## src/rtl/plsd_pkg.sv

```systemverilog
// ----------------------------------------------------------------------------
// plsd_pkg
// Shared sizes, codes and command types of the LED string frame driver.
// ----------------------------------------------------------------------------
package plsd_pkg;

    // String geometry
    localparam int LIGHTS  = 24;
    localparam int STRINGS = 48;
    localparam int HALF    = STRINGS / 2;

    // Beat field widths
    localparam int REQ_W    = 2;
    localparam int ROW_W    = 5;
    localparam int COL_W    = 6;
    localparam int COLOR_W  = 12;
    localparam int LEVEL_W  = 48;
    localparam int BRIGHT_W = 8;
    localparam int GAP_W    = 4;

    // Datagram layout
    localparam int DATA_BITS        = 26;
    localparam int ADDR_W           = 6;
    localparam int HI_W             = ADDR_W + BRIGHT_W;
    localparam int LIGHT_BASE_SLOTS = 1 + 3 * DATA_BITS;

    // Derived widths
    localparam int LIGHT_W = (LIGHTS > 1) ? $clog2(LIGHTS) : 1;
    localparam int STR_W   = (STRINGS > 1) ? $clog2(STRINGS) : 1;
    localparam int SLOT_W  = $clog2(LIGHT_BASE_SLOTS + 16);
    localparam int BIT_W   = $clog2(DATA_BITS + 1);
    localparam int CIDX_W  = $clog2(COLOR_W);
    localparam int HIDX_W  = $clog2(HI_W);

    // Register port
    localparam int PDATA_W = 32;
    localparam int PADDR_W = 3;
    localparam logic [BRIGHT_W-1:0] BRIGHT_RESET = 8'd204;
    localparam logic [GAP_W-1:0]    GAP_RESET    = 4'd6;

    typedef enum logic [0:0] {
        REG_BRIGHTNESS = 1'b0,
        REG_GAP_SLOTS  = 1'b1
    } reg_idx_t;

    typedef enum logic [REQ_W-1:0] {
        REQ_WRITE = 2'd0,
        REQ_CLEAR = 2'd1,
        REQ_START = 2'd2,
        REQ_TICK  = 2'd3
    } req_t;

    // Line level of one slot
    typedef enum logic [1:0] {
        SK_ZERO = 2'd0,
        SK_ONE  = 2'd1,
        SK_DATA = 2'd2
    } slot_kind_t;

    // Controller to datapath
    typedef struct packed {
        logic                 wr_en;
        logic                 clr_en;
        logic [LIGHT_W-1:0]   clr_row;
        logic                 out_load;
        logic                 emit;
        logic [LIGHT_W-1:0]   light;
        logic [BIT_W-1:0]     bit_idx;
        slot_kind_t           kind;
        logic                 busy;
        logic                 done;
        logic                 rej;
    } dp_cmd_t;

    // Datapath to controller
    typedef struct packed {
        logic coord_ok;
    } dp_stat_t;

endpackage

```

## src/rtl/plsd_cfg.sv

```systemverilog
// ----------------------------------------------------------------------------
// plsd_cfg
// APB register file: brightness byte and gap slot count.
// ----------------------------------------------------------------------------
module plsd_cfg (
    input  logic                            clk,
    input  logic                            rst_n,
    input  logic                            psel,
    input  logic                            penable,
    input  logic                            pwrite,
    input  logic [plsd_pkg::PADDR_W-1:0]    paddr,
    input  logic [plsd_pkg::PDATA_W-1:0]    pwdata,
    output logic [plsd_pkg::PDATA_W-1:0]    prdata,
    output logic                            pready,
    output logic [plsd_pkg::BRIGHT_W-1:0]   brightness,
    output logic [plsd_pkg::GAP_W-1:0]      gap_slots
);

    logic [plsd_pkg::BRIGHT_W-1:0] bright_reg;
    logic [plsd_pkg::GAP_W-1:0]    gap_reg;
    logic                          wr_hit;
    plsd_pkg::reg_idx_t            reg_sel;

    assign pready  = 1'b1;
    assign wr_hit  = psel && penable && pwrite;
    assign reg_sel = plsd_pkg::reg_idx_t'(paddr[plsd_pkg::PADDR_W-1:2]);

    // Register writes
    always_ff @(posedge clk or negedge rst_n)
    begin
        if (!rst_n)
        begin
            bright_reg <= plsd_pkg::BRIGHT_RESET;
            gap_reg    <= plsd_pkg::GAP_RESET;
        end
        else if (wr_hit)
        begin
            case (reg_sel)
                plsd_pkg::REG_BRIGHTNESS: bright_reg <= pwdata[plsd_pkg::BRIGHT_W-1:0];
                plsd_pkg::REG_GAP_SLOTS:  gap_reg    <= pwdata[plsd_pkg::GAP_W-1:0];
                default: ;
            endcase
        end
    end

    // Read mux
    always_comb
    begin
        prdata = '0;
        case (reg_sel)
            plsd_pkg::REG_BRIGHTNESS: prdata = plsd_pkg::PDATA_W'(bright_reg);
            plsd_pkg::REG_GAP_SLOTS:  prdata = plsd_pkg::PDATA_W'(gap_reg);
            default:                  prdata = '0;
        endcase
    end

    assign brightness = bright_reg;
    assign gap_slots  = gap_reg;

endmodule

```

## config.mk

```make
export PLATFORM = sky130hd
export DESIGN_NAME = plsd_cfg
export DESIGN_NICKNAME = d
export VERILOG_FILES = /design/src/rtl/plsd_pkg.sv /design/src/rtl/plsd_cfg.sv
export SDC_FILE = /design/constraint.sdc
export NUM_CORES = 1
export LEC_CHECK = 0
export ABC_AREA = 1
export BUFFER_PORTS_ARGS = -buffer_cell sky130_fd_sc_hd__buf_2
export CAP_MARGIN = 25
export CORE_MARGIN = 10
export CORE_UTILIZATION = 36
export CTS_BUF_LIST = sky130_fd_sc_hd__clkbuf_4 sky130_fd_sc_hd__clkbuf_8
export DETAILED_ROUTE_END_ITERATION = 7
export PLACE_DENSITY = 0.93
export SYNTH_ARGS = -nofsm -noshare
export SYNTH_HDL_FRONTEND = slang
export SYNTH_SLANG_ARGS = --single-unit
```

## constraint.sdc

```tcl
create_clock -name clk -period 0.8 [get_ports clk]
set_input_delay 0.12 -clock clk [delete_from_list [all_inputs] [get_ports clk]]
set_output_delay 0.12 -clock clk [all_outputs]
set_load 0.05 [all_outputs]
```

* Yosys cells after proc, flatten, opt, wreduce, memory -nomap -nowiden
Index checks and enable logic that the tools add are counted.
W data, S select, Z words.
** Cells by class
- Mux-type cells :: 1
- Bitwise gates (word level) :: 1
- Reduce and logical (&&, ||, !) cells :: 4
** Operators with widths (count)
- $pmux W32 S2 :: 1
- $reduce_and A2 Y1 :: 2
- $logic_and A1 B1 Y1 :: 2
- $not A1 Y1 :: 1
** Word-level totals
- Flip-flop bits (word level) :: 12
- Input bits :: 40
- Output and inout port bits :: 45
- Logic and storage cells :: 8

* Longest topological paths before layout
- Depth after elaboration :: 3
- Mapped depth :: 5
- Gate-level depth less buffers :: 4

* Worst setup path before layout
OpenSTA, ideal clock, no wires.
- Kind :: flip-flop to output port
- Start point :: register bright_reg, in the netlist brightness[6]
- End point :: output prdata[6] in the netlist's numbering
- Arrival :: 1.397 ns
- Data required time :: 0.680 ns
- Path slack :: -0.717 ns
- Cell stages (with the launch flop) :: 3
- Cells stage by stage :: dfstp_2 > inv_1 > nor2_1
** On the way
- Word-level cells in the longest chain between the ends :: 1
** RTL lines
- from (decl) :: RTL line plsd_cfg.sv:19 : logic [plsd_pkg::BRIGHT_W-1:0] bright_reg;
- from (signal assigned) :: RTL line plsd_cfg.sv:33 : bright_reg <= plsd_pkg::BRIGHT_RESET;
- from (signal assigned) :: RTL line plsd_cfg.sv:39 : plsd_pkg::REG_BRIGHTNESS: bright_reg <= pwdata[plsd_pkg::BRIGHT_W-1:0];
- $pmux W32 S2 :: RTL line plsd_cfg.sv:50 : case (reg_sel)
- to (decl) :: RTL line plsd_cfg.sv:13 : output logic [plsd_pkg::PDATA_W-1:0] prdata,
Every way passes these cells. The select of a mux whose other input is x is not followed.

* Worst setup path after layout
- Start point :: register gap_reg, in the netlist gap_slots[2]
- End point :: output prdata[2] in the netlist's numbering
** On the way
- Word-level cells in the longest chain between the ends :: 1
** RTL lines
- from (decl) :: RTL line plsd_cfg.sv:20 : logic [plsd_pkg::GAP_W-1:0] gap_reg;
- from (signal assigned) :: RTL line plsd_cfg.sv:34 : gap_reg <= plsd_pkg::GAP_RESET;
- from (signal assigned) :: RTL line plsd_cfg.sv:40 : plsd_pkg::REG_GAP_SLOTS: gap_reg <= pwdata[plsd_pkg::GAP_W-1:0];
- $pmux W32 S2 :: RTL line plsd_cfg.sv:50
Every way passes these cells. The select of a mux whose other input is x is not followed.

==> key figures <==
Setup path
  – WP depth: 3
  – Arrival @ worst endpoint: around 1.1 ns
  – WS Path Type: reg2out
  – Crit path largest cell delay: 0.57 ns
  – FF-to-FF path depth: 3
  – Buf/Inv on CP: 1
  – CP Capture Type: primary output
  – Cell breakdown of the critical path: nand2_2 > nand2_4 > buf_8
  – Worst Path Required: between 0.6 and 0.7 ns
  – Crit-path max FO: 3
  – CP top delay family: flip-flops
  – Startpoint types: register
  – Crit-path slowest cell: dfstp_2

STA
  – Clk_skew: 0 ns
  – Setup Viol. Count Final: 21
  – Final worst slack: -0.4421 ns
  – Crit share post-route: 155.3%
  – RSZ-0062 raised after global routing: true
  – Fmax: between 800 and 900 MHz
  – Tmin final: around 1.2 ns
  – Slew Viols, Final: 0
  – Final Hold Fails: 0

Finish
  – Final std cells w/o fill: 175
  – Area of the multi-input gates: between 400 and 500 um2
  – Layout cells sized above 1: around three fifths
  – # diodes: 0
  – # nets final: around 190
  – Reg area: 315.3 um2
  – Layout fillers: 193
  – Post-route cell area: approximately 1300 um2
  – Syn-to-layout area delta: 55.83%

Power and ir drop
  – Internal: ~1.7 mW
  – Clock Power Share: 14.8%
  – Combinational Power Share: slightly below 60%
  – Sequential share of power: 27.4%
  – Power per cell area: 2580 nW/um2
  – Peak VDD IR: ~0.0011 V
  – Leakage: around 0.66 nW
  – Pwr Total: 3.279 mW
  – Switching power: between 1.5 and 2 mW
  – Switching portion of total power: between 40% and 50%

Placed design
  – Routability Congestion: 0.7515
  – Dpl hpwl: around 1900 um
  – Post-Place Cells: 166
  – Dpl ws: -0.2442 ns
  – Placed Area: 1018 um2
  – Port bufs: 33

Global route
  – First-pass GRT wire length: 3491 um
  – Global route total overflow: 0
  – Busiest grt layer: met2
  – Largest net degree at the start of global routing: 13
  – Met2 Usage GRT: 17.61%
  – Antenna violations before repair: 0
  – GR Util met1: around a tenth
  – Global Route Usage Sum: under 10%
  – Met3 Resource Use GR: under 10%
  – Vias in the first global route: between 700 and 800

Logic synthesis
  – Ys Warns: 0
  – Post-Syn Area per Cell: 7.844 um2
  – Register area share after synthesis: a little under two fifths
  – Netlist cell types: 16
  – Share of the synthesized area in the top cell type: a little under a quarter
  – Synth area leaders: buf_4, dfstp_2, dfrtp_1
  – Synth area leader: buf_4
  – Synthesized cell area: about 820 um2
  – Synthesized instance count: around 100
  – Post-synthesis register bit count: 12

Drt
  – Drt first pass iters: 4
  – DR vias: 746
  – Final WL: 2405 um
  – Wirelength per Cell: 13.74 um
  – Final ANT Viol Nets: 0
  – DRC errors left: 0
  – Drt initial violations: 32
  – Via-to-Cell Ratio: 4.263

Clock network
  – H-tree levels: 1
  – Clock slew at reported path FFs: roughly 0.07 ns
  – Root Driver: clkbuf_4
  – CTS tree: built
  – Clock sink total: 12
  – Cts bufs inserted: 3
  – Skew-Pair Late Insertion Delay: around 0.27 ns
  – CTS Buffer Depth: 2

Worst hold path
  – Hold WC Path Type: in2reg
  – Hold Path Cell Cnt: 3

Floorplanning
  – # rows: 17
  – Die Span X: around 68 um
  – Ports: 85
  – Die area: 4570 um2
  – Starting Density: between 30% and 40%
  – CORE AREA: ~2200 um2
  – Chip height: ~68 um

Run status
  – Failing checks: setup timing
  – Run status: complete, but fails checks

Flow run
  – Number of max-cap violations: 0
[repair_timing]
action,CTS,global route
hold buffers,1,0
endpoints found under the hold margin,12,0
pin swaps,5,7
gates resized for setup,46,8
buffers inserted,3,1
endpoints found under the setup margin,20,22
[flip-flops by register name (all words and copies together) (netlist names)]
register    cells
brightness      8
gap_slots       4
[cell usage in the layout (no fill, tap or decap)]
cell type	Yosys	layout
nand2_1	36	25
conb_1	2	25
buf_2	1	13
buf_6	1	13
buf_8	0	10
nand2_2	1	8
nand3_1	8	8
buf_4	26	7
inv_2	2	6
dfrtp_2	0	6
dfstp_2	6	6
nor2_4	1	5
nand2_4	0	4
nand3_2	4	4
clkbuf_4	0	3
nand4_2	1	1
nand4_1	1	1
clkbuf_8	0	1
dlygate4sd3_1	0	1
[logic make-up after synthesis]
group	share of synthesized area (%)
and+or+nand+nor	32.67
buffers and inverters	28.68
DFF	37.73
other	0.9206
[worst paths after layout]
kind | from | end | slack (ns)
min in group asynchronous | rst_n | brightness[4] | 0.25
min reg2reg | brightness[7] | brightness[7] | 0.48
max reg2reg | brightness[3] | brightness[3] | -0.03
max | gap_slots[2] | prdata[2] | -0.44
max in group asynchronous | rst_n | brightness[6] | 0.28
min | pwdata[7] | brightness[7] | 0.06
[worst min-delay path, delay by kind of cell]
family	cells	cell delay (ns)
buf+inv	1	0.10
simple gates	2	0.11
[Yosys cell counts]
library cell  number
buf_2              1
buf_4             26
buf_6              1
conb_1             2
dfrtp_1            6
dfstp_2            6
inv_1              4
inv_2              2
nand2_1           36
nand2_2            1
nand3_1            8
nand3_2            4
nand4_1            1
nand4_2            1
nor2_1             4
nor2_4             1
[per-stage QoR]
step / setup TNS [ns] / hold WS (ns) / utilization, %
5_1_grt: -7.006 / 0.06249 / 58.02
2_1_floorplan: -2.486 / -0.1756 / -
3_5_place_dp: -3.699 / 0.01333 / 46.49
6_report: -6.442 / 0.06097 / 58.02
4_1_cts: -6.438 / 0.06181 / 56.37
3_3_place_gp: -3.166 / 0.004871 / 46.49
[power by group through the flow]
| stage | combinational, mW | sequential (mW) | clock [mW] |
|---|---|---|---|
| 5_1_grt | 1.98 | 0.918 | 0.514 |
| 6_report | 1.90 | 0.899 | 0.484 |
| 4_1_cts | 1.83 | 0.890 | 0.495 |
| 3_5_place_dp | 1.49 | 0.883 | 0 |
| 3_3_place_gp | 1.47 | 0.873 | 0 |
| 2_1_floorplan | 0.848 | 1.30 | 0 |
[layout make-up]
class | instances | area share (%)
multi-input combinational | 81 | 34.45
timing repair buffer | 44 | 33.37
sequential | 12 | 24.80
clock buffer | 4 | 2.854
tap | 28 | 2.756
inverter | 6 | 1.772
[per-layer routing]
metal / share of wire [%] / wire (um) / vias to the layer above
met2: 52 / 1261 / 39
met3: 12 / 298 / 5
met4: 1.8 / 43 / 0
met5: 0 / 0 / -
li1: - / - / 353
met1: 33 / 802 / 349
No activity file was read; power rests on OpenSTA's default activity.
