$ cat src/rtl/plsd_pkg.sv
// ----------------------------------------------------------------------------
// plsd_pkg
// Shared sizes, codes and command types of the LED string frame driver.
// ----------------------------------------------------------------------------
package plsd_pkg;

    // String geometry
    localparam int LIGHTS  = 24;
    localparam int STRINGS = 48;
    localparam int HALF    = STRINGS / 2;

    // Beat field widths
    localparam int REQ_W    = 2;
    localparam int ROW_W    = 5;
    localparam int COL_W    = 6;
    localparam int COLOR_W  = 12;
    localparam int LEVEL_W  = 48;
    localparam int BRIGHT_W = 8;
    localparam int GAP_W    = 4;

    // Datagram layout
    localparam int DATA_BITS        = 26;
    localparam int ADDR_W           = 6;
    localparam int HI_W             = ADDR_W + BRIGHT_W;
    localparam int LIGHT_BASE_SLOTS = 1 + 3 * DATA_BITS;

    // Derived widths
    localparam int LIGHT_W = (LIGHTS > 1) ? $clog2(LIGHTS) : 1;
    localparam int STR_W   = (STRINGS > 1) ? $clog2(STRINGS) : 1;
    localparam int SLOT_W  = $clog2(LIGHT_BASE_SLOTS + 16);
    localparam int BIT_W   = $clog2(DATA_BITS + 1);
    localparam int CIDX_W  = $clog2(COLOR_W);
    localparam int HIDX_W  = $clog2(HI_W);

    // Register port
    localparam int PDATA_W = 32;
    localparam int PADDR_W = 3;
    localparam logic [BRIGHT_W-1:0] BRIGHT_RESET = 8'd204;
    localparam logic [GAP_W-1:0]    GAP_RESET    = 4'd6;

    typedef enum logic [0:0] {
        REG_BRIGHTNESS = 1'b0,
        REG_GAP_SLOTS  = 1'b1
    } reg_idx_t;

    typedef enum logic [REQ_W-1:0] {
        REQ_WRITE = 2'd0,
        REQ_CLEAR = 2'd1,
        REQ_START = 2'd2,
        REQ_TICK  = 2'd3
    } req_t;

    // Line level of one slot
    typedef enum logic [1:0] {
        SK_ZERO = 2'd0,
        SK_ONE  = 2'd1,
        SK_DATA = 2'd2
    } slot_kind_t;

    // Controller to datapath
    typedef struct packed {
        logic                 wr_en;
        logic                 clr_en;
        logic [LIGHT_W-1:0]   clr_row;
        logic                 out_load;
        logic                 emit;
        logic [LIGHT_W-1:0]   light;
        logic [BIT_W-1:0]     bit_idx;
        slot_kind_t           kind;
        logic                 busy;
        logic                 done;
        logic                 rej;
    } dp_cmd_t;

    // Datapath to controller
    typedef struct packed {
        logic coord_ok;
    } dp_stat_t;

endpackage

$ cat src/rtl/plsd_ctrl.sv
// ----------------------------------------------------------------------------
// plsd_ctrl
// Sequencer: request handshake, store clearing pass and slot counters.
// ----------------------------------------------------------------------------
module plsd_ctrl (
    input  logic                          clk,
    input  logic                          rst_n,
    input  logic                          in_valid,
    output logic                          in_ready,
    input  logic [plsd_pkg::REQ_W-1:0]    req_type,
    output logic                          out_valid,
    input  logic                          out_ready,
    input  logic [plsd_pkg::GAP_W-1:0]    gap_slots,
    input  plsd_pkg::dp_stat_t            stat,
    output plsd_pkg::dp_cmd_t             cmd
);

    typedef enum logic [1:0] {
        ST_CLEAR,
        ST_IDLE,
        ST_SEND
    } state_t;

    typedef enum logic [1:0] {
        PH_LOW,
        PH_DATA,
        PH_HIGH
    } phase_t;

    state_t                          state_reg,   state_next;
    phase_t                          phase_reg,   phase_next;
    logic [plsd_pkg::LIGHT_W-1:0]    light_reg,   light_next;
    logic [plsd_pkg::SLOT_W-1:0]     slot_reg,    slot_next;
    logic [plsd_pkg::BIT_W-1:0]      bit_reg,     bit_next;
    logic [plsd_pkg::LIGHT_W-1:0]    clr_row_reg, clr_row_next;
    logic                            out_valid_reg, out_valid_next;

    logic                            accept;
    logic                            sending;
    logic [plsd_pkg::SLOT_W-1:0]     slot_inc;
    logic [plsd_pkg::SLOT_W-1:0]     light_slots;
    plsd_pkg::slot_kind_t            kind;

    assign sending     = (state_reg == ST_SEND);
    assign in_ready    = (state_reg != ST_CLEAR) && (!out_valid_reg || out_ready);
    assign accept      = in_valid && in_ready;
    assign out_valid   = out_valid_reg;
    assign slot_inc    = slot_reg + 1'b1;
    assign light_slots = plsd_pkg::SLOT_W'(plsd_pkg::LIGHT_BASE_SLOTS)
                       + plsd_pkg::SLOT_W'(gap_slots);

    // Level kind of the current slot
    always_comb
    begin
        kind = plsd_pkg::SK_ZERO;
        if (slot_reg == '0)
        begin
            kind = plsd_pkg::SK_ONE;
        end
        else if (bit_reg == plsd_pkg::BIT_W'(plsd_pkg::DATA_BITS))
        begin
            kind = plsd_pkg::SK_ZERO;
        end
        else
        begin
            case (phase_reg)
                PH_LOW:  kind = plsd_pkg::SK_ZERO;
                PH_DATA: kind = plsd_pkg::SK_DATA;
                PH_HIGH: kind = plsd_pkg::SK_ONE;
                default: kind = plsd_pkg::SK_ZERO;
            endcase
        end
    end

    // Next state and commands
    always_comb
    begin
        state_next     = state_reg;
        phase_next     = phase_reg;
        light_next     = light_reg;
        slot_next      = slot_reg;
        bit_next       = bit_reg;
        clr_row_next   = clr_row_reg;
        out_valid_next = out_valid_reg;

        cmd          = '0;
        cmd.clr_row  = clr_row_reg;
        cmd.light    = light_reg;
        cmd.bit_idx  = bit_reg;
        cmd.kind     = kind;
        cmd.out_load = accept;

        // clearing pass: one row of every string per cycle
        if (state_reg == ST_CLEAR)
        begin
            cmd.clr_en = 1'b1;
            if (clr_row_reg == plsd_pkg::LIGHT_W'(plsd_pkg::LIGHTS - 1))
            begin
                state_next   = ST_IDLE;
                clr_row_next = '0;
            end
            else
            begin
                clr_row_next = clr_row_reg + 1'b1;
            end
        end

        if (out_ready)
        begin
            out_valid_next = 1'b0;
        end

        if (accept)
        begin
            out_valid_next = 1'b1;
            case (plsd_pkg::req_t'(req_type))
                plsd_pkg::REQ_WRITE:
                begin
                    cmd.rej   = sending || !stat.coord_ok;
                    cmd.wr_en = !(sending || !stat.coord_ok);
                    cmd.busy  = sending;
                end
                plsd_pkg::REQ_CLEAR:
                begin
                    cmd.rej  = sending;
                    cmd.busy = sending;
                    if (!sending)
                    begin
                        state_next   = ST_CLEAR;
                        clr_row_next = '0;
                    end
                end
                plsd_pkg::REQ_START:
                begin
                    cmd.rej  = sending;
                    cmd.busy = 1'b1;
                    if (!sending)
                    begin
                        state_next = ST_SEND;
                        light_next = '0;
                        slot_next  = '0;
                        bit_next   = '0;
                        phase_next = PH_LOW;
                    end
                end
                plsd_pkg::REQ_TICK:
                begin
                    if (sending)
                    begin
                        cmd.emit = 1'b1;
                        cmd.busy = 1'b1;
                        if (slot_inc >= light_slots)
                        begin
                            // end of this light's datagram and gap
                            slot_next  = '0;
                            bit_next   = '0;
                            phase_next = PH_LOW;
                            if (light_reg == plsd_pkg::LIGHT_W'(plsd_pkg::LIGHTS - 1))
                            begin
                                light_next = '0;
                                state_next = ST_IDLE;
                                cmd.done   = 1'b1;
                            end
                            else
                            begin
                                light_next = light_reg + 1'b1;
                            end
                        end
                        else
                        begin
                            slot_next = slot_inc;
                            // bit phases advance after the start slot, hold in the gap
                            if ((slot_reg != '0)
                                && (bit_reg != plsd_pkg::BIT_W'(plsd_pkg::DATA_BITS)))
                            begin
                                case (phase_reg)
                                    PH_LOW:  phase_next = PH_DATA;
                                    PH_DATA: phase_next = PH_HIGH;
                                    PH_HIGH:
                                    begin
                                        phase_next = PH_LOW;
                                        bit_next   = bit_reg + 1'b1;
                                    end
                                    default: phase_next = PH_LOW;
                                endcase
                            end
                        end
                    end
                end
                default: ;
            endcase
        end
    end

    // State and registered outputs
    always_ff @(posedge clk or negedge rst_n)
    begin
        if (!rst_n)
        begin
            state_reg     <= ST_CLEAR;
            phase_reg     <= PH_LOW;
            light_reg     <= '0;
            slot_reg      <= '0;
            bit_reg       <= '0;
            clr_row_reg   <= '0;
            out_valid_reg <= 1'b0;
        end
        else
        begin
            state_reg     <= state_next;
            phase_reg     <= phase_next;
            light_reg     <= light_next;
            slot_reg      <= slot_next;
            bit_reg       <= bit_next;
            clr_row_reg   <= clr_row_next;
            out_valid_reg <= out_valid_next;
        end
    end

endmodule

$ cat config.mk
export PLATFORM = sky130hd
export DESIGN_NAME = plsd_ctrl
export DESIGN_NICKNAME = d
export VERILOG_FILES = /design/src/rtl/plsd_pkg.sv /design/src/rtl/plsd_ctrl.sv
export SDC_FILE = /design/constraint.sdc
export NUM_CORES = 1
export LEC_CHECK = 0
export ABC_AREA = 1
export BUFFER_PORTS_ARGS = -buffer_cell sky130_fd_sc_hd__buf_2
export CORE_MARGIN = 1
export CORE_UTILIZATION = 60
export CTS_CLUSTER_DIAMETER = 40
export DETAILED_ROUTE_END_ITERATION = 8
export HOLD_SLACK_MARGIN = 0.08
export PLACE_DENSITY = 0.89
export SLEW_MARGIN = 30
export SYNTH_ARGS = -nofsm -noshare
export SYNTH_HDL_FRONTEND = slang
export SYNTH_SLANG_ARGS = --single-unit
$ cat constraint.sdc
create_clock -name clk -period 4 [get_ports clk]
set_input_delay 0.6 -clock clk [delete_from_list [all_inputs] [get_ports clk]]
set_output_delay 0.6 -clock clk [all_outputs]
set_load 0.1 [all_outputs]
Word-level counts from Yosys, hierarchy flattened. Index checks and enable logic that the tools add are counted.

Output and inout port bits: 26. Input bits: 11. Register bits after elaboration: 27.

$lt $le $gt $ge: 1. $add $sub $neg: 5. Reductions and logical operators: 22. Mux-type cells: 52. Equality and inequality tests: 15.

Operator list (count): 5-bit 2-to-1 mux (13); 2-bit 2-to-1 mux (15); 7-bit 2-to-1 mux (3); 5-bit case mux with 2 select lines (2); 5-bit by 1-bit adder with 5-bit output, second input constant (3); 5-bit equality test, second input constant (3); 7-bit case mux with 2 select lines (1); 2-bit case mux with 2 select lines (3); 1-bit 2-to-1 mux (11); 5-bit AND reduction (2); 2-bit equality test, second input constant (4); 7-bit by 1-bit adder with 7-bit output, second input constant (1); 7-bit by 4-bit adder with 7-bit output, first input constant (1); 7-bit greater-or-equal comparator (1); 7-bit zero test (1); 7-bit nonzero test (1); 2-bit zero test (3); 2-bit != test, second input constant (3); 2-bit case mux with 3 select lines (1); 6-bit AND reduction (1); 2-bit nonzero test (3); 5-bit != test, second input constant (1); 2-bit by 1-bit equality test with 1-bit output, second input constant (2); 4-bit AND reduction (1); other kinds (9) (15).

Logic depth before layout (Yosys ltp). Gate-level depths: netlist (run 1).

Depth after elaboration: 8. Depth in mapped cells: 15. Gate-level depth less buffers: 14.

Worst setup path after synthesis (run 1). Ideal clock, no wire load.

Path type: flip-flop to output port. Start: register bit_reg[0] (netlist name). End: output port cmd[4] (netlist name). Path slack: -0.215 ns. Cell stages (with the launch flop): 6. Arrival: 3.615 ns. Path buffers: 0. Path through: dfrtp_1 -> inv_1 -> ha_1 -> nand4_1 -> nand2_1 -> nor3_1.

RTL lines: from (decl) (line plsd_ctrl.sv:34) `logic [plsd_pkg::BIT_W-1:0] bit_reg, bit_next;`; from (signal assigned) (line plsd_ctrl.sv:214) `bit_reg <= bit_next;`; to (decl) (line plsd_ctrl.sv:15) `output plsd_pkg::dp_cmd_t cmd`.

==> out/qor.yml, run 1 <==
worst_setup_path:
  rr_worst_depth: 13
  crit_top_cell: "inv_1"
  end_kind: "output port"
  startpoint_type: "flop"
  crit_chain: "ha_1 -> nand2_1 -> inv_1 -> nand2_1 -> xor2_1 -> inv_1 -> ha_1 -> inv_1 -> nor2_1 -> nand3_1 -> nand3_1 -> nand3_1 -> inv_1 -> buf_2"
  required_ps: 3400
  worstSetupPathType: "reg -> out"
  slowest_stage: "dfrtp_1"
  critPathMaxStageDelay_ps: 450
  arrival_ps: 2830
  worst-path-max-fanout: 4
die:
  start_util: 0.636
  chipHeight_um: 58.9
  die_x_um: 58.9
  rows: 20
  die_area_um2: 3470
  io_pins: 37
  coreArea_um2: 3050
routing:
  wirelength_met1_mm: 1.71
  drtAntennaViolNets: 0
  drtIter0Drc: 69
  vias: 1730
  highest_layer: "met4"
  firstDrtPassIters: 4
  viasPerCell: 5.20
  drt_wl_total_mm: 3.67
  wl_met3_um: 121
  route.detailed.drc: 0
  wl_per_cell_um: 11.0
  wl_met2_mm: 1.79
logic_synthesis:
  syn_area_per_cell_um2: 7.71
  synth_area_leader_cell: "dfrtp_1"
  syn_area_um2: 1940
  synth_top_area_frac: 0.348
  syn_nets: 280
  yosysUniqueCellTypes: 34
  synth_area_leaders: "dfrtp_1, ha_1, nand2_1"
  synth_seq_area_share: 0.348
  ys_ff_latch: 27
  yosys_warnings: 0
  syn_inst: 252
cts:
  cts.sinks: 27
  cts_tree: "yes"
  cts_resized: 0
  clk_pin_slew_ps: 150
  htree_levels: 1
  ctsHoldBuffers: 0
  cts_setup_buffers: 0
  clk_latency_ps: 340
  cts_root_buffer: "clkbuf_4"
  numCtsBuffers: 3
  cts_buffer_depth: 2
place:
  port_buffers: 36
  place_area_um2: 2160
  place_inst: 329
  place_congestion: 0.819
  hpwl_mm: 2.89
layout:
  layout_common_cells: "nand2_1, inv_1, buf_2"
  fin_util: 0.716
  areaGrowthSynthToFinish_pct: 12.6
  fill_cells: 272
  insertedDiodeCount: 0
  layout.cells.most_common: "nand2_1"
  layout-drive-gt1-share: 0.221
  finalInstanceArea_um2: 2190
  instances_no_fill: 333
  largest_reg_flops: 7
  final_nets: 318
power:
  pwr-share-seq: 0.273
  vdd_drop_max_mv: 0.366
  internal_power_uw: 563
  power_switching_uw: 927
  clock_power_share: 0.082
  leakagePower_uw: 0.00123
  power.density_nw_per_um2: 682
  combPwrFrac: 0.645
  switching_share: 0.622
timing:
  final-hold-violation-count: 0
  skew_ps: 5.56
  fmax_mhz: 291
  rsz0062_at_grt: "no"
  fin_setup_tns_ps: 0
  slew_headroom: 0.600
  finalCritPeriodShare: 0.858
  finalCriticalPeriod_ps: 3430
  setup_viol: 0
  tightest_slew_ps: 600
  final_max_slew_viol_count: 0
job:
  maxCapViolations: 0
global_route:
  grt_pass1_wl_mm: 6.04
  antenna_found_initial: 0
  grt_max_degree: 28
  grt.total_usage: 0.228
  grt_pass1_vias: 1484
  grt_overflow: 0
min_path:
  holdCritPathClass: "in -> async"
run_status:
  outcome: "finished, final reports clean"
[critical path, delay by kind of cell, from the launching register on]
kind | cells | cell delay (ps)
adder cells (fa/ha/maj) | 2 | 550
buffers and inverters | 5 | 670
flip-flops | 1 | 450
AND/OR/NAND/NOR | 6 | 630
XOR/XNOR | 1 | 210
[metrics by stage]
step	setup WS, ps	hold slack, ps	total power, uW
2_1_floorplan	90.5	304	1230
3_3_place_gp	945	496	1360
3_5_place_dp	879	499	1380
4_1_cts	583	261	1500
5_1_grt	339	284	1570
6_report	569	243	1490
[cell usage after synthesis]
cell type	count
nor2_1	24
nor2_4	1
o21ai_2	6
nand2_4	2
or2_2	1
a21oi_2	1
a21oi_1	5
a221o_1	1
xor2_1	7
a21o_1	1
a2111oi_0	1
nand3_4	1
nand2_1	54
o21bai_1	1
o21ai_0	11
nor3b_1	1
ha_1	17
nor2_2	3
a22oi_1	1
nand2_2	2
a32oi_1	1
xnor2_1	3
buf_2	1
buf_4	1
nand3_2	1
inv_1	39
nand3_1	23
a311oi_1	1
dfrtp_1	27
inv_2	4
nor3_1	4
nand4_1	4
buf_6	1
nand4_4	1
[power groups by stage]
stage	clock network (uW)	logic, uW	registers (uW)
2_1_floorplan	0	578	649
3_3_place_gp	0	948	411
3_5_place_dp	0	964	413
4_1_cts	126	966	407
5_1_grt	134	1020	418
6_report	123	960	407
[per-layer routing]
| layer | GRT usage | vias to the layer above |
|---|---|---|
| met5 | 0 | - |
| met4 | 0.0680 | 0 |
| met3 | 0.0352 | 4 |
| met2 | 0.381 | 33 |
| met1 | 0.305 | 805 |
| li1 | - | 888 |
[area by class of cell]
class / instances / area [um2] / area share
Multi-Input combinational cell: 179 / 1090 / 0.497
Sequential cell: 27 / 676 / 0.309
Timing Repair Buffer: 36 / 180 / 0.0824
Inverter: 43 / 161 / 0.0738
Tap cell: 44 / 55.1 / 0.0252
Clock buffer: 3 / 22.5 / 0.0103
Clock inverter: 1 / 5.00 / 0.00229
[final timing paths]
path                            slack [ps]    startpoint           end
worst max-delay path                   570   slot_reg[0]        cmd[1]
worst min-delay path                   240         rst_n    bit_reg[3]
worst max register to register        1410   slot_reg[0]   slot_reg[0]
worst min register to register         530  light_reg[4]  light_reg[4]
max in group asynchronous             3360         rst_n  state_reg[0]
min in group clk                       530  light_reg[4]  light_reg[4]
[cells by family after synthesis]
family,after synthesis,share of synthesized area
compound gates,30,0.103
buf+inv,46,0.0954
simple gates,122,0.299
fa+ha+maj,17,0.110
flops,27,0.348
xor+xnor,10,0.0451
Power figures use the tool's default switching activity.
==> run 2: changes to the inputs <==
--- a/config.mk
+++ b/config.mk
@@ -8,11 +8,11 @@
 export ABC_AREA = 1
 export BUFFER_PORTS_ARGS = -buffer_cell sky130_fd_sc_hd__buf_2
 export CORE_MARGIN = 1
-export CORE_UTILIZATION = 60
+export CORE_UTILIZATION = 46
 export CTS_CLUSTER_DIAMETER = 40
 export DETAILED_ROUTE_END_ITERATION = 8
 export HOLD_SLACK_MARGIN = 0.08
-export PLACE_DENSITY = 0.89
+export PLACE_DENSITY = 0.72
 export SLEW_MARGIN = 30
 export SYNTH_ARGS = -nofsm -noshare
 export SYNTH_HDL_FRONTEND = slang
==> run 2 against run 1 <==
Against the previous run:
- count of clock-buffer cells in the layout unchanged
- clock power is 36% higher
- largest power group unchanged
- cell count is 1.8% higher
- critical endpoint unchanged
- first-iteration DRC count fell by 20%
- critical path depth stayed put
- total power up 3.2%
==> out/qor.yml, run 2 (synthesized netlist as in run 1, its figures left out) <==
cts:
  cts_resized: 0  # unchanged
  clk_latency_ps: 280  # -60 ps
  cts_setup_buffers: 0  # unchanged
  numCtsBuffers: 3  # unchanged
  ctsHoldBuffers: 0  # unchanged
  cts_tree: "yes"
  cts_buffer_depth: 2  # unchanged
  cts_root_buffer: "clkbuf_8"
  htree_levels: 1  # unchanged
  clk_pin_slew_ps: 100  # -50 ps
  cts.sinks: 27  # unchanged
die:
  die_area_um2: 4480  # +29%
  start_util: 0.482  # -0.154
  coreArea_um2: 4030  # +32%
  io_pins: 37  # unchanged
  rows: 23  # +15%
  die_x_um: 67.0  # +14%
  chipHeight_um: 67.0  # +14%
timing:
  setup_viol: 0  # unchanged
  finalCritPeriodShare: 0.841  # -0.0170
  skew_ps: 4.00  # -1.55 ps
  fin_setup_tns_ps: 0  # unchanged
  rsz0062_at_grt: "no"
  fin_ws_ps: 637  # +68.1 ps
  slew_headroom: 0.581  # -0.0193
  final-hold-violation-count: 0  # unchanged
  tightest_slew_ps: 629  # +28.9 ps
  finalCriticalPeriod_ps: 3360  # -68.1 ps
  final_max_slew_viol_count: 0  # unchanged
  fmax_mhz: 297  # +2.0%
layout:
  final_nets: 318  # unchanged
  fill_cells: 383  # +41%
  largest_reg_flops: 7  # unchanged
  instances_no_fill: 339  # +1.8%
  layout.cells.most_common: "nand2_1"
  insertedDiodeCount: 0  # unchanged
  fin_util: 0.550  # -0.166
  layout-drive-gt1-share: 0.221  # unchanged
  layout_common_cells: "nand2_1, inv_1, buf_2"
  areaGrowthSynthToFinish_pct: 14.1
power:
  combPwrFrac: 0.625  # -0.020
  pwr-share-seq: 0.266  # -0.007
  internal_power_uw: 599  # +6.5%
  clock_power_share: 0.108  # +0.026
  power_switching_uw: 938  # +1.2%
  total_power_uw: 1540  # +3.2%
  power.density_nw_per_um2: 694  # +1.8%
  switching_share: 0.610  # -0.0120
  vdd_drop_max_mv: 0.491  # +34%
  leakagePower_uw: 0.00123  # +0.68%
global_route:
  grt.total_usage: 0.188  # -0.0400
  antenna_found_initial: 0  # unchanged
  grt_pass1_vias: 1408  # -5.1%
  grt_max_degree: 28  # unchanged
  grt_pass1_wl_mm: 6.37  # +5.4%
  grt_overflow: 0  # unchanged
routing:
  drtAntennaViolNets: 0  # unchanged
  route.detailed.drc: 0  # unchanged
  viasPerCell: 4.89  # -5.9%
  drt_wl_total_mm: 3.87  # +5.5%
  drtIter0Drc: 55  # -20%
  firstDrtPassIters: 4  # unchanged
  wl_per_cell_um: 11.4  # +3.6%
  vias: 1657  # -4.2%
place:
  port_buffers: 36  # unchanged
  place_congestion: 0.848  # +3.6%
  hpwl_mm: 2.95  # +2.2%
  place_ws_ps: 937  # +57.4 ps
  place_inst: 335  # +1.8%
job:
  maxCapViolations: 0  # unchanged
worst_setup_path:
  r2r_setup_slack_ps: 1390  # -20 ps
  worst-path-max-fanout: 4  # unchanged
  worstSetupPathType: "reg -> out"
  arrival_ps: 2760  # -70 ps
  startpoint_type: "flop"
  end_kind: "output port"
  required_ps: 3400  # about the same
run_status:
  outcome: "finished, final reports clean"
min_path:
  holdCritPathClass: "in -> async"
[run 2: changes by cell type in the layout (fill, tap and decap cells not counted)]
cell and delta:
clkbuf_4 -3, clkbuf_8 +3, clkinv_2 -1, inv_6 +1
[run 2: routing by layer]
metal  part of all wire  global-route usage  up-vias
met4             0.0057              0.0319        0
met5                  0                   0        -
met3              0.025              0.0428        2
met2               0.44               0.285       20
met1               0.52               0.272      755
li1                   -                   -      880
[run 2: area by class of cell]
cell class / count / area [um2] / area share
well taps: 50 / 62.6 / 0.0282
flip-flops and latches: 27 / 676 / 0.305
clock buffers: 3 / 41.3 / 0.0186
multi-input cells: 179 / 1090 / 0.490
repair buffers: 36 / 180 / 0.0813
inverters: 43 / 161 / 0.0728
clock inverters: 1 / 8.76 / 0.00395
[run 2: power by group through the flow]
stage | clock (uW) | combinational (uW) | sequential (uW)
after floorplan | 0 | 578 | 649
after CTS | 173 | 966 | 408
final | 167 | 961 | 409
after global routing | 185 | 1030 | 420
after global placement | 0 | 960 | 412
after detailed placement | 0 | 965 | 412
[run 2: worst paths after layout]
path / start / to / cells past startpoint
min: rst_n / light_reg[4] / 1
max reg2reg: slot_reg[0] / slot_reg[3] / 13
max in group asynchronous: rst_n / slot_reg[0] / 1
min reg2reg: light_reg[4] / light_reg[4] / 2
max: slot_reg[0] / cmd[1] / 14
min in group clk: light_reg[4] / light_reg[4] / 2
[run 2: metrics by stage]
| step | instance area, um2 | hold slack, ps |
|---|---|---|
| floorplan | 1950 | 304 |
| global placement | 2170 | 500 |
| detailed placement | 2170 | 504 |
| CTS | 2220 | 341 |
| global route | 2220 | 370 |
| finish | 2220 | 326 |
[run 2: worst max-delay path, stage by stage, from the launching register on]
cell     delay [ps]
dfrtp_1         430
ha_1            230
nand2_1          90
inv_1            50
nand2_1          60
xor2_1          220
inv_1            70
ha_1            320
inv_1            50
nor2_1           90
nand3_1         130
nand3_1         150
nand3_1         100
inv_1            70
buf_2           420
